--- src/rtl/shs_pkg.sv ---
// Shared types, constants and SHA-256 helper functions for the stream hasher.
`timescale 1ns / 1ps
`default_nettype none

package shs_pkg;

   localparam int unsigned FILL_W   = 6;
   localparam logic [7:0]  PAD_BYTE = 8'h80;
   localparam logic [FILL_W-1:0] LEN_FILL = 6'd56;
   localparam logic [63:0] BITS_PER_BYTE = 64'd8;

   // Standard initial hash value.
   localparam logic [31:0] INIT_WORDS [8] = '{
      32'h6a09e667, 32'hbb67ae85, 32'h3c6ef372, 32'ha54ff53a,
      32'h510e527f, 32'h9b05688c, 32'h1f83d9ab, 32'h5be0cd19
   };

   // Round constants.
   localparam logic [31:0] ROUND_CONSTS [64] = '{
      32'h428a2f98, 32'h71374491, 32'hb5c0fbcf, 32'he9b5dba5,
      32'h3956c25b, 32'h59f111f1, 32'h923f82a4, 32'hab1c5ed5,
      32'hd807aa98, 32'h12835b01, 32'h243185be, 32'h550c7dc3,
      32'h72be5d74, 32'h80deb1fe, 32'h9bdc06a7, 32'hc19bf174,
      32'he49b69c1, 32'hefbe4786, 32'h0fc19dc6, 32'h240ca1cc,
      32'h2de92c6f, 32'h4a7484aa, 32'h5cb0a9dc, 32'h76f988da,
      32'h983e5152, 32'ha831c66d, 32'hb00327c8, 32'hbf597fc7,
      32'hc6e00bf3, 32'hd5a79147, 32'h06ca6351, 32'h14292967,
      32'h27b70a85, 32'h2e1b2138, 32'h4d2c6dfc, 32'h53380d13,
      32'h650a7354, 32'h766a0abb, 32'h81c2c92e, 32'h92722c85,
      32'ha2bfe8a1, 32'ha81a664b, 32'hc24b8b70, 32'hc76c51a3,
      32'hd192e819, 32'hd6990624, 32'hf40e3585, 32'h106aa070,
      32'h19a4c116, 32'h1e376c08, 32'h2748774c, 32'h34b0bcb5,
      32'h391c0cb3, 32'h4ed8aa4a, 32'h5b9cca4f, 32'h682e6ff3,
      32'h748f82ee, 32'h78a5636f, 32'h84c87814, 32'h8cc70208,
      32'h90befffa, 32'ha4506ceb, 32'hbef9a3f7, 32'hc67178f2
   };

   // Input transaction payload.
   typedef struct packed {
      logic [7:0] data_byte;
      logic       has_byte;
      logic       last;
   } req_type;

   // Result transaction payload.
   typedef struct packed {
      logic [31:0] digest_word;
      logic [2:0]  word_index;
      logic        last_word;
   } rsp_type;

   // Commands to the block buffer / message schedule.
   typedef struct packed {
      logic        byte_wr;
      logic [3:0]  word_sel;
      logic [7:0]  byte_val;
      logic        len_wr;
      logic [63:0] len_bits;
   } sched_cmd_type;

   // Commands to the compression core.
   typedef struct packed {
      logic       start;
      logic       reinit;
      logic [2:0] word_sel;
   } core_cmd_type;

   // Status from the compression core.
   typedef struct packed {
      logic done;
      logic shift;
   } core_sts_type;

   function automatic logic [31:0] rotr(input logic [31:0] x, input int unsigned n);
      rotr = (x >> n) | (x << (32 - n));
   endfunction

   function automatic logic [31:0] small_sigma0(input logic [31:0] x);
      small_sigma0 = rotr(x, 7) ^ rotr(x, 18) ^ (x >> 3);
   endfunction

   function automatic logic [31:0] small_sigma1(input logic [31:0] x);
      small_sigma1 = rotr(x, 17) ^ rotr(x, 19) ^ (x >> 10);
   endfunction

   function automatic logic [31:0] big_sigma0(input logic [31:0] x);
      big_sigma0 = rotr(x, 2) ^ rotr(x, 13) ^ rotr(x, 22);
   endfunction

   function automatic logic [31:0] big_sigma1(input logic [31:0] x);
      big_sigma1 = rotr(x, 6) ^ rotr(x, 11) ^ rotr(x, 25);
   endfunction

endpackage

`default_nettype wire

--- src/rtl/shs_sched.sv ---
// Block buffer that doubles as the sliding 16-word message schedule window.
`timescale 1ns / 1ps
`default_nettype none

module shs_sched (
   input  wire                    clock,
   input  shs_pkg::sched_cmd_type sched_cmd,
   input  wire                    shift,
   output logic [31:0]            sched_word
);
   import shs_pkg::*;

   logic [31:0] win_ff [16];
   logic [31:0] next_word;

   // Next schedule word from the current window.
   assign next_word = small_sigma1(win_ff[14]) + win_ff[9]
                    + small_sigma0(win_ff[1]) + win_ff[0];

   assign sched_word = win_ff[0];

   // Byte packing, length insertion and schedule shifting.
   always_ff @(posedge clock) begin
      if (shift) begin
         for (int i = 0; i < 15; i++) begin
            win_ff[i] <= win_ff[i+1];
         end
         win_ff[15] <= next_word;
      end else if (sched_cmd.len_wr) begin
         win_ff[14] <= sched_cmd.len_bits[63:32];
         win_ff[15] <= sched_cmd.len_bits[31:0];
      end else if (sched_cmd.byte_wr) begin
         win_ff[sched_cmd.word_sel] <= {win_ff[sched_cmd.word_sel][23:0], sched_cmd.byte_val};
      end
   end

endmodule

`default_nettype wire

--- src/rtl/shs_core.sv ---
// Compression core: one shared round unit iterated 64 times, plus chaining words.
`timescale 1ns / 1ps
`default_nettype none

module shs_core (
   input  wire                   clock,
   input  wire                   reset,
   input  shs_pkg::core_cmd_type core_cmd,
   input  wire  [31:0]           sched_word,
   output shs_pkg::core_sts_type core_sts,
   output logic [31:0]           chain_word
);
   import shs_pkg::*;

   typedef enum logic [1:0] {
      C_IDLE,
      C_RUN,
      C_ADD
   } core_state_type;

   core_state_type state_ff;
   logic [5:0]     round_ff;
   logic [31:0]    vars_ff  [8];
   logic [31:0]    chain_ff [8];
   logic           done_ff;

   logic [31:0] tmp1;
   logic [31:0] tmp2;
   logic [31:0] maj;
   logic [31:0] chs;

   // One SHA-256 round on the working variables.
   always_comb begin
      maj  = (vars_ff[0] & vars_ff[1]) ^ (vars_ff[0] & vars_ff[2])
           ^ (vars_ff[1] & vars_ff[2]);
      chs  = (vars_ff[4] & vars_ff[5]) ^ (~vars_ff[4] & vars_ff[6]);
      tmp1 = vars_ff[7] + big_sigma1(vars_ff[4]) + chs
           + ROUND_CONSTS[round_ff] + sched_word;
      tmp2 = big_sigma0(vars_ff[0]) + maj;
   end

   assign core_sts.done  = done_ff;
   assign core_sts.shift = (state_ff == C_RUN);
   assign chain_word     = chain_ff[core_cmd.word_sel];

   // Round sequencer, working variables and chaining words.
   always_ff @(posedge clock) begin
      if (reset) begin
         state_ff <= C_IDLE;
         round_ff <= '0;
         done_ff  <= 1'b0;
         for (int i = 0; i < 8; i++) begin
            chain_ff[i] <= INIT_WORDS[i];
         end
      end else begin
         done_ff <= 1'b0;
         case (state_ff)
            C_IDLE: begin
               if (core_cmd.reinit) begin
                  for (int i = 0; i < 8; i++) begin
                     chain_ff[i] <= INIT_WORDS[i];
                  end
               end else if (core_cmd.start) begin
                  for (int i = 0; i < 8; i++) begin
                     vars_ff[i] <= chain_ff[i];
                  end
                  round_ff <= '0;
                  state_ff <= C_RUN;
               end
            end
            C_RUN: begin
               vars_ff[7] <= vars_ff[6];
               vars_ff[6] <= vars_ff[5];
               vars_ff[5] <= vars_ff[4];
               vars_ff[4] <= vars_ff[3] + tmp1;
               vars_ff[3] <= vars_ff[2];
               vars_ff[2] <= vars_ff[1];
               vars_ff[1] <= vars_ff[0];
               vars_ff[0] <= tmp1 + tmp2;
               round_ff   <= round_ff + 6'd1;
               if (&round_ff) begin
                  state_ff <= C_ADD;
               end
            end
            C_ADD: begin
               for (int i = 0; i < 8; i++) begin
                  chain_ff[i] <= chain_ff[i] + vars_ff[i];
               end
               done_ff  <= 1'b1;
               state_ff <= C_IDLE;
            end
            default: begin
               state_ff <= C_IDLE;
            end
         endcase
      end
   end

endmodule

`default_nettype wire

--- src/rtl/sha256_stream_hasher_top.sv ---
// SHA-256 stream hasher: byte intake, padding sequencer and digest output.
// A byte that does not fill the block is only packed; one that fills it starts a compression
// (load, 64 rounds on the shared round unit, chaining add, handback), and no new request is
// taken until it ends. A last transaction pads one byte at a time up to byte 56, leaves
// padding, writes the length and runs one or two compressions, then sends eight result
// transactions at one per cycle while rsp_ready is high; reset loads the initial hash, clears length.
`timescale 1ns / 1ps
`default_nettype none

module sha256_stream_hasher_top (
   input  wire              clock,
   input  wire              reset,
   input  wire              req_valid,
   output logic             req_ready,
   input  shs_pkg::req_type req_data,
   output logic             rsp_valid,
   input  wire              rsp_ready,
   output shs_pkg::rsp_type rsp_data
);
   import shs_pkg::*;

   typedef enum logic [2:0] {
      S_IDLE,
      S_COMP,
      S_PAD,
      S_LEN,
      S_OUT
   } state_type;

   state_type         state_ff, state_in;
   logic [FILL_W-1:0] fill_ff, fill_in;
   logic [63:0]       total_ff, total_in;
   logic              fin_ff, fin_in;
   logic              first_ff, first_in;
   logic              final_ff, final_in;
   logic              start_ff, start_in;
   logic [2:0]        idx_ff, idx_in;

   sched_cmd_type sched_cmd;
   core_cmd_type  core_cmd;
   core_sts_type  core_sts;
   logic [31:0]   sched_word;
   logic [31:0]   chain_word;
   logic          push;
   logic [7:0]    push_val;

   shs_sched u_sched (
      .clock      (clock),
      .sched_cmd  (sched_cmd),
      .shift      (core_sts.shift),
      .sched_word (sched_word)
   );

   shs_core u_core (
      .clock      (clock),
      .reset      (reset),
      .core_cmd   (core_cmd),
      .sched_word (sched_word),
      .core_sts   (core_sts),
      .chain_word (chain_word)
   );

   assign req_ready = (state_ff == S_IDLE);
   assign rsp_valid = (state_ff == S_OUT);

   assign rsp_data.digest_word = chain_word;
   assign rsp_data.word_index  = idx_ff;
   assign rsp_data.last_word   = &idx_ff;

   // Sequencer next-state logic.
   always_comb begin
      state_in = state_ff;
      fill_in  = fill_ff;
      total_in = total_ff;
      fin_in   = fin_ff;
      first_in = first_ff;
      final_in = final_ff;
      start_in = 1'b0;
      idx_in   = idx_ff;
      push     = 1'b0;
      push_val = PAD_BYTE;

      sched_cmd.len_wr   = 1'b0;
      sched_cmd.len_bits = total_ff;

      core_cmd.start    = start_ff;
      core_cmd.reinit   = 1'b0;
      core_cmd.word_sel = idx_ff;

      case (state_ff)
         S_IDLE: begin
            if (req_valid) begin
               fin_in   = req_data.last;
               first_in = 1'b1;
               if (req_data.has_byte) begin
                  push     = 1'b1;
                  push_val = req_data.data_byte;
                  total_in = total_ff + BITS_PER_BYTE;
               end
               if (req_data.has_byte && (&fill_ff)) begin
                  start_in = 1'b1;
                  state_in = S_COMP;
               end else if (req_data.last) begin
                  state_in = S_PAD;
               end
            end
         end
         S_PAD: begin
            // Stop at the length slot only after the marker byte is in.
            if (!first_ff && (fill_ff == LEN_FILL)) begin
               state_in = S_LEN;
            end else begin
               push     = 1'b1;
               push_val = first_ff ? PAD_BYTE : 8'h00;
               first_in = 1'b0;
               if (&fill_ff) begin
                  start_in = 1'b1;
                  state_in = S_COMP;
               end
            end
         end
         S_LEN: begin
            sched_cmd.len_wr = 1'b1;
            final_in         = 1'b1;
            start_in         = 1'b1;
            state_in         = S_COMP;
         end
         S_COMP: begin
            if (core_sts.done) begin
               if (final_ff) begin
                  idx_in   = '0;
                  state_in = S_OUT;
               end else if (fin_ff) begin
                  state_in = S_PAD;
               end else begin
                  state_in = S_IDLE;
               end
            end
         end
         S_OUT: begin
            if (rsp_ready) begin
               idx_in = idx_ff + 3'd1;
               if (&idx_ff) begin
                  core_cmd.reinit = 1'b1;
                  fill_in         = '0;
                  total_in        = '0;
                  fin_in          = 1'b0;
                  final_in        = 1'b0;
                  state_in        = S_IDLE;
               end
            end
         end
         default: begin
            state_in = S_IDLE;
         end
      endcase

      if (push) begin
         fill_in = fill_ff + 6'd1;
      end

      sched_cmd.byte_wr  = push;
      sched_cmd.word_sel = fill_ff[5:2];
      sched_cmd.byte_val = push_val;
   end

   // Sequencer registers.
   always_ff @(posedge clock) begin
      if (reset) begin
         state_ff <= S_IDLE;
         fill_ff  <= '0;
         total_ff <= '0;
         fin_ff   <= 1'b0;
         first_ff <= 1'b0;
         final_ff <= 1'b0;
         start_ff <= 1'b0;
         idx_ff   <= '0;
      end else begin
         state_ff <= state_in;
         fill_ff  <= fill_in;
         total_ff <= total_in;
         fin_ff   <= fin_in;
         first_ff <= first_in;
         final_ff <= final_in;
         start_ff <= start_in;
         idx_ff   <= idx_in;
      end
   end

endmodule

`default_nettype wire

--- config.mk ---
export PLATFORM = sky130hd
export DESIGN_NAME = sha256_stream_hasher_top
export DESIGN_NICKNAME = d
export VERILOG_FILES = /design/src/rtl/shs_pkg.sv /design/src/rtl/shs_sched.sv /design/src/rtl/shs_core.sv /design/src/rtl/sha256_stream_hasher_top.sv
export SDC_FILE = /design/constraint.sdc
export NUM_CORES = 2
export LEC_CHECK = 0
export CORE_MARGIN = 2
export CORE_UTILIZATION = 35
export CTS_CLUSTER_SIZE = 16
export DETAILED_ROUTE_END_ITERATION = 10
export DONT_BUFFER_PORTS = 1
export PLACE_DENSITY = 0.61
export SYNTH_ARGS = -nofsm -noshare
export SYNTH_HDL_FRONTEND = slang
export SYNTH_SLANG_ARGS = --single-unit
--- constraint.sdc ---
create_clock -name clock -period 19.36 [get_ports clock]
set_input_delay 5.808 -clock clock [delete_from_list [all_inputs] [get_ports clock]]
set_output_delay 5.808 -clock clock [all_outputs]
set_load 0.02 [all_outputs]
---- Word level (Yosys, flattened, before mapping) ----
Memory sizes are Yosys's and may differ from the RTL's. A register that Yosys moved wholly into a read port is not among the register bits.
Cells that the tools add are included.
storage, ports and cells
  register bits after elaboration ......... 89
  bits in writable memories ............... 1,024
  ROM bits ................................ 2,048
  input bits .............................. 14
  output and inout port bits .............. 38
  word-level logic and storage cells ...... 254
  memories kept ........................... 4
cells by class
  $add $sub $neg .......................... 22
  order comparisons ....................... 1
  equal/unequal tests ..................... 19
  mux-type cells .......................... 117
  bitwise logic cells ..................... 54
  reduce and logical (&&, ||, !) cells .... 26
memories
  name              words  bits a word  read ports  clocked after Yosys merged registers in  wr ports  line             source
  (name not given)  64     32           1           0                                        0         shs_core.sv:38   + ROUND_CONSTS[round_ff] + sched_word;
  u_sched.win_ff    16     32           17          1                                        16        shs_sched.sv:13  logic [31:0] win_ff [16];
  u_core.chain_ff   8      32           9           1                                        8         shs_core.sv:24   logic [31:0] chain_ff [8];
  u_core.vars_ff    8      32           8           0                                        8         shs_core.sv:23   logic [31:0] vars_ff [8];
operators by type and width
  operator                                        number
  two-way mux 32 bit                              29
  adder 32 bit                                    18
  XOR 32 bit                                      9
  two-way mux 64 bit                              4
  AND 32 bit                                      5
  case mux 64 bit (2 select lines)                1
  adder 64 x 4 -> 64 bit (second input constant)  1
  two-way mux 1 bit                               42
  two-way mux 3 bit                               14
  two-way mux 6 bit                               6
  two-way mux 8 bit                               4
  NOT 32 bit                                      1
  OR 10 x 32 -> 32 bit                            1
  OR 13 x 32 -> 32 bit                            1
  OR 14 x 32 -> 32 bit                            1
  OR 15 x 32 -> 32 bit                            1
  OR 19 x 32 -> 32 bit                            1
  OR 21 x 32 -> 32 bit                            1
  OR 25 x 32 -> 32 bit                            1
  OR 26 x 32 -> 32 bit                            1
  OR 30 x 32 -> 32 bit                            1
  OR 7 x 32 -> 32 bit                             1
  OR reduction 32 bit                             1
  XOR 32 x 22 -> 32 bit                           1
  34 further kinds                                93

---- Logic depth before layout (Yosys ltp) ----
  depth after elaboration ................. 10
  mapped depth ............................ 39
  mapped depth without buffers ............ 38

---- Modules after synthesis ----
Synthesis repeated with hierarchy kept, for this count alone.
second synthesis, totals
  cell total of the unflattened synthesis .. 7,662
  area, all modules ....................... 79,583.8 um^2
modules (own cells, without submodules)
  module                    times used  cells each  area each (um^2)  sequential area each (um^2)
  shs_core                  1           5,070       45,706.3          15,234.6
  shs_sched                 1           2,072       29,752.3          15,374.7
  sha256_stream_hasher_top  1           520         4,125.2           1,541.5

---- Least setup slack after synthesis ----
Ideal clock, no wire load.
  kind .................................... input to register
  start ................................... input port rsp_ready
  end ..................................... memory u_core.vars_ff[0][0] (enable)
  library setup time ...................... 878 ps
  data arrival time ....................... 17,091 ps
  data required time ...................... 18,482 ps
  slack ................................... 1,391 ps
  cell stages on the path ................. 5
  buffers on the path ..................... 1
  path through ............................ nand3_1 -> a21oi_1 -> or2_2 -> clkbuf_1 -> nor2_1
RTL lines
  item                line                            source
  start: declaration  sha256_stream_hasher_top.sv:17  input wire rsp_ready,
  end: declaration    shs_core.sv:23

==> flow_metrics.py <==
metrics = {
    "run_status": {
        "status": "finished clean",
    },
    "timing": {
        "fin_crit_sh_pct": 58.8,
        "hold_violations": 0,
        "fin_skew_ns": 0.0446,
        "drv_slew": 0,
        "setup_viol": 0,
        "min_period_ns": 11.38,
        "tightest_slew_ns": 1.31,
        "max_freq_ghz": 0.0879,
        "fin_tns_setup_ns": 0,
        "relSlewSlack_pct": 12.7,
        "grt_setup_unrepaired": "false",
    },
    "critical_path": {
        "worstReg2RegEnd": "u_core.vars_ff[0][31]",
        "crit_family": "compound AO/OA/AOI/OAI gates",
        "cp.arrival_ns": 11.89,
        "critPathMaxFanout": 20,
        "cp-start-kind": "register",
        "crit_slowest_cell": "dfxtp_1",
        "critical-path-max-stage-delay_ns": 0.81,
        "r2r-start": "u_core.round_ff[0]",
        "path_buf_inv": 4,
        "rr_worst_depth": 36,
        "crit_type": "register to register",
        "worstPathRequired_ns": 19.87,
        "r2r_slack_ns": 7.98,
        "critPathMostFrequentCell": "a21o_1",
        "worst_setup_path_end_kind": "register",
    },
    "run": {
        "maxCapViolCount": 0,
    },
    "logic_synthesis": {
        "ys_ff_latch": 1117,
        "ys_async_sr_fraction_pct": 0,
        "synthCells": 7766,
        "syn-mean-instance-area_um2": 9.89,
        "yosys_warnings": 0,
        "syn-cell-area_um2": 76800,
        "yosysSeqAreaShare_pct": 42.0,
        "synth-edff-count": 992,
        "synth_ff_type": "edfxtp_1",
        "ys_types": 96,
        "synth_nets": 8374,
    },
    "clocking": {
        "cts_setup_buffers": 0,
        "cts-root-buf": "clkbuf_16",
        "cts_tree": "yes",
        "clkLatencyLatePin_ns": 0.82,
        "cts_resized": 0,
        "clkSlewWorstSetupHoldPaths_ns": 0.06,
        "cts_made_buffers": 136,
        "clk_path_buf_depth": 3,
        "cts_hold_buf": 0,
        "cts.sinks": 1117,
        "cts_max_level": 4,
    },
    "layout": {
        "syn_to_final_growth_pct": 9.57,
        "final_nets": 8164,
        "final_cell_area_um2": 84200,
        "fin_util_pct": 38.7,
        "drive_gt1_share_pct": 8.53,
    },
    "global_routing": {
        "grt_max_degree": 191,
        "grt_pass1_wl_mm": 405,
        "globalRouteTotalUtil_pct": 24.5,
        "grt_pass1_vias": 58101,
        "grt-ovfl-total": 0,
        "grt_antenna_before_repair": 9,
    },
    "hold_path": {
        "hold_end": "fin_ff",
        "min_path_type": "register to register",
        "hold_start": "fin_ff",
        "hold_depth": 2,
    },
    "routing": {
        "wl_per_cell_um": 26.5,
        "drc_errors": 0,
        "drtIter0Drc": 6678,
        "postRouteAntennaNets": 0,
        "wl_mm": 279,
        "dr.pass1.iters": 8,
        "dr_total_vias": 60999,
        "avgViaCountPerCell": 5.79,
    },
    "floorplan": {
        "die_h_um": 472,
        "floorplan.die_area_um2": 223000,
        "core_area_um2": 218000,
        "initial_core_util_pct": 35.3,
        "rows": 171,
        "die_w_um": 472,
        "io_pins": 52,
    },
    "power": {
        "p_leak_nw": 30.8,
        "irDropWorstVdd_uv": 191,
        "power.density_nw_per_um2": 136,
    },
    "place": {
        "io_buffers": 0,
        "gp_congestion": 0.987,
        "placed_cell_area_um2": 79700,
        "hpwl_mm": 205,
    },
}
how the worst max path moves through the flow:
stage                             startpoint               endpoint  slack, ns  cells past startpoint
after global routing      u_core.round_ff[0]  u_core.vars_ff[0][31]       7.34                     36
after detailed placement  u_core.round_ff[0]  u_core.vars_ff[0][31]       8.32                     36
final                     u_core.round_ff[0]  u_core.vars_ff[0][31]       7.98                     36
after floorplan                    rsp_ready   u_core.vars_ff[0][0]       1.39                      5
after global placement    u_core.round_ff[0]  u_core.vars_ff[0][31]       8.26                     37
after CTS                 u_core.round_ff[0]  u_core.vars_ff[0][31]       8.20                     36
where the power goes:
group	total (W)	leakage (nW)	switching, W	internal [W]
Clock	0.00259	2.15	0.00113	0.00146
Sequential	0.00291	9.47	0.000158	0.00275
Combinational	0.00596	19.2	0.00366	0.00231
Total	0.0115	30.8	0.00494	0.00651
logic make-up (layout without fill, tap and decap cells):
kind of cell             after synthesis  in the layout  share of synthesized area, %
flip-flops                          1117           1117                          42.0
adder cells (fa/ha/maj)              620            620                          11.9
multiplexers                         290            290                          6.63
AND/OR/NAND/NOR                     2493           2493                          13.9
XOR/XNOR                             601            601                          6.87
AO/OA/AOI/OAI                       1941           1941                          15.1
other                                  0              5                             0
buffers and inverters                704            606                          3.47
worst register-to-register path, delay by kind of cell (launching register included):
family / cells / cell delay (ns)
AO/OA/AOI/OAI: 17 / 4.37
adder cells (fa/ha/maj): 7 / 3.39
AND/OR/NAND/NOR: 7 / 1.22
buffers and inverters: 4 / 1.13
flip-flops: 1 / 0.81
XOR/XNOR: 1 / 0.14
through the flow:
stage          setup slack, ns  std cells  total power (W)  hold slack (ns)
2_1_floorplan             1.39       7766          0.00703            0.443
3_3_place_gp              8.26      10272          0.00874            0.459
3_5_place_dp              8.32      10272          0.00879            0.486
4_1_cts                   8.20      10522           0.0114            0.496
5_1_grt                   7.34      10522           0.0121            0.507
6_report                  7.98      10527           0.0115            0.496
sequential cells by signal, summed over array words and instances, names as in the netlist, named ones only:
name             count
total_ff            61
u_core.vars_ff     256
fill_ff              6
u_sched.win_ff     512
u_core.chain_ff    256
final_ff             1
state_ff             3
start_ff             1
first_ff             1
u_core.round_ff      6
u_core.done_ff       1
u_core.state_ff      2
idx_ff               3
fin_ff               1
area by class of cell:
type                    instances  area, µm²
fillers                     21311     133000
multi-input cells            5945      42100
flip-flops and latches       1117      32300
clock buffers                 174       3650
well taps                    2854       3570
inverters                     251        945
repair buffers                105        801
clock inverters                76        791
diodes                          5       12.5
cells in the mapped netlist (all sizes together) (11+ instances only):
| master | n | area share, % |
|---|---|---|
| a221oi | 13 | 0.16 |
| a21oi | 434 | 2.8 |
| a2111oi | 13 | 0.15 |
| a21boi | 17 | 0.17 |
| o21a | 57 | 0.56 |
| xor2 | 193 | 2.2 |
| or3 | 42 | 0.34 |
| nor2b | 55 | 0.45 |
| mux2i | 41 | 0.53 |
| mux2 | 82 | 1.2 |
| a21o | 182 | 1.8 |
| nor2 | 404 | 2.0 |
| mux4 | 167 | 4.9 |
| nand4 | 23 | 0.20 |
| nand2 | 1517 | 7.4 |
| xnor2 | 407 | 4.6 |
| a22oi | 12 | 0.12 |
| a211o | 14 | 0.16 |
| edfxtp | 992 | 39 |
| fa | 195 | 5.1 |
| maj3 | 26 | 0.34 |
| nand3 | 97 | 0.63 |
| inv | 248 | 1.2 |
| ha | 399 | 6.5 |
| and3 | 48 | 0.39 |
| a211oi | 93 | 0.91 |
| nand2b | 84 | 0.68 |
| o31ai | 27 | 0.28 |
| or2 | 13 | 0.11 |
| nor3b | 20 | 0.20 |
| buf | 52 | 0.29 |
| o211ai | 31 | 0.30 |
| o22ai | 11 | 0.090 |
| o21ai | 828 | 5.4 |
| nor3 | 88 | 0.59 |
| and2 | 66 | 0.54 |
| clkbuf | 401 | 2.0 |
| a311oi | 12 | 0.14 |
| o2111ai | 11 | 0.13 |
| o21bai | 51 | 0.50 |
| o311ai | 16 | 0.18 |
| dfxtp | 125 | 3.3 |
| a31oi | 47 | 0.38 |
per-layer routing:
metal / global-route usage (%) / vias to the layer above / routed length (µm)
met5: 0 / - / 79
met4: 10.5 / 10 / 13200
met3: 4.55 / 528 / 23200
met2: 38.7 / 2731 / 127000
met1: 32.7 / 30306 / 116000
li1: - / 27424 / -
cells in the final DEF (no fill, tap or decap), drive strengths merged, types with 17 or more instances in the layout:
cell / instances
clkbuf: 174
mux2i: 41
inv: 257
ha: 399
o21bai: 51
or3: 42
and2: 66
a211oi: 93
xnor2: 407
fa: 195
a31oi: 47
a21oi: 434
xor2: 193
dfxtp: 125
clkinv: 58
nor3: 88
buf: 105
edfxtp: 992
nand4: 23
a21o: 182
nor3b: 20
nor2b: 55
mux4: 167
mux2: 82
o211ai: 31
maj3: 26
a21boi: 17
and3: 48
o21a: 57
o21ai: 828
nand2b: 84
o31ai: 27
nand3: 97
nand2: 1517
nor2: 404
Power figures use the tool's default switching activity.
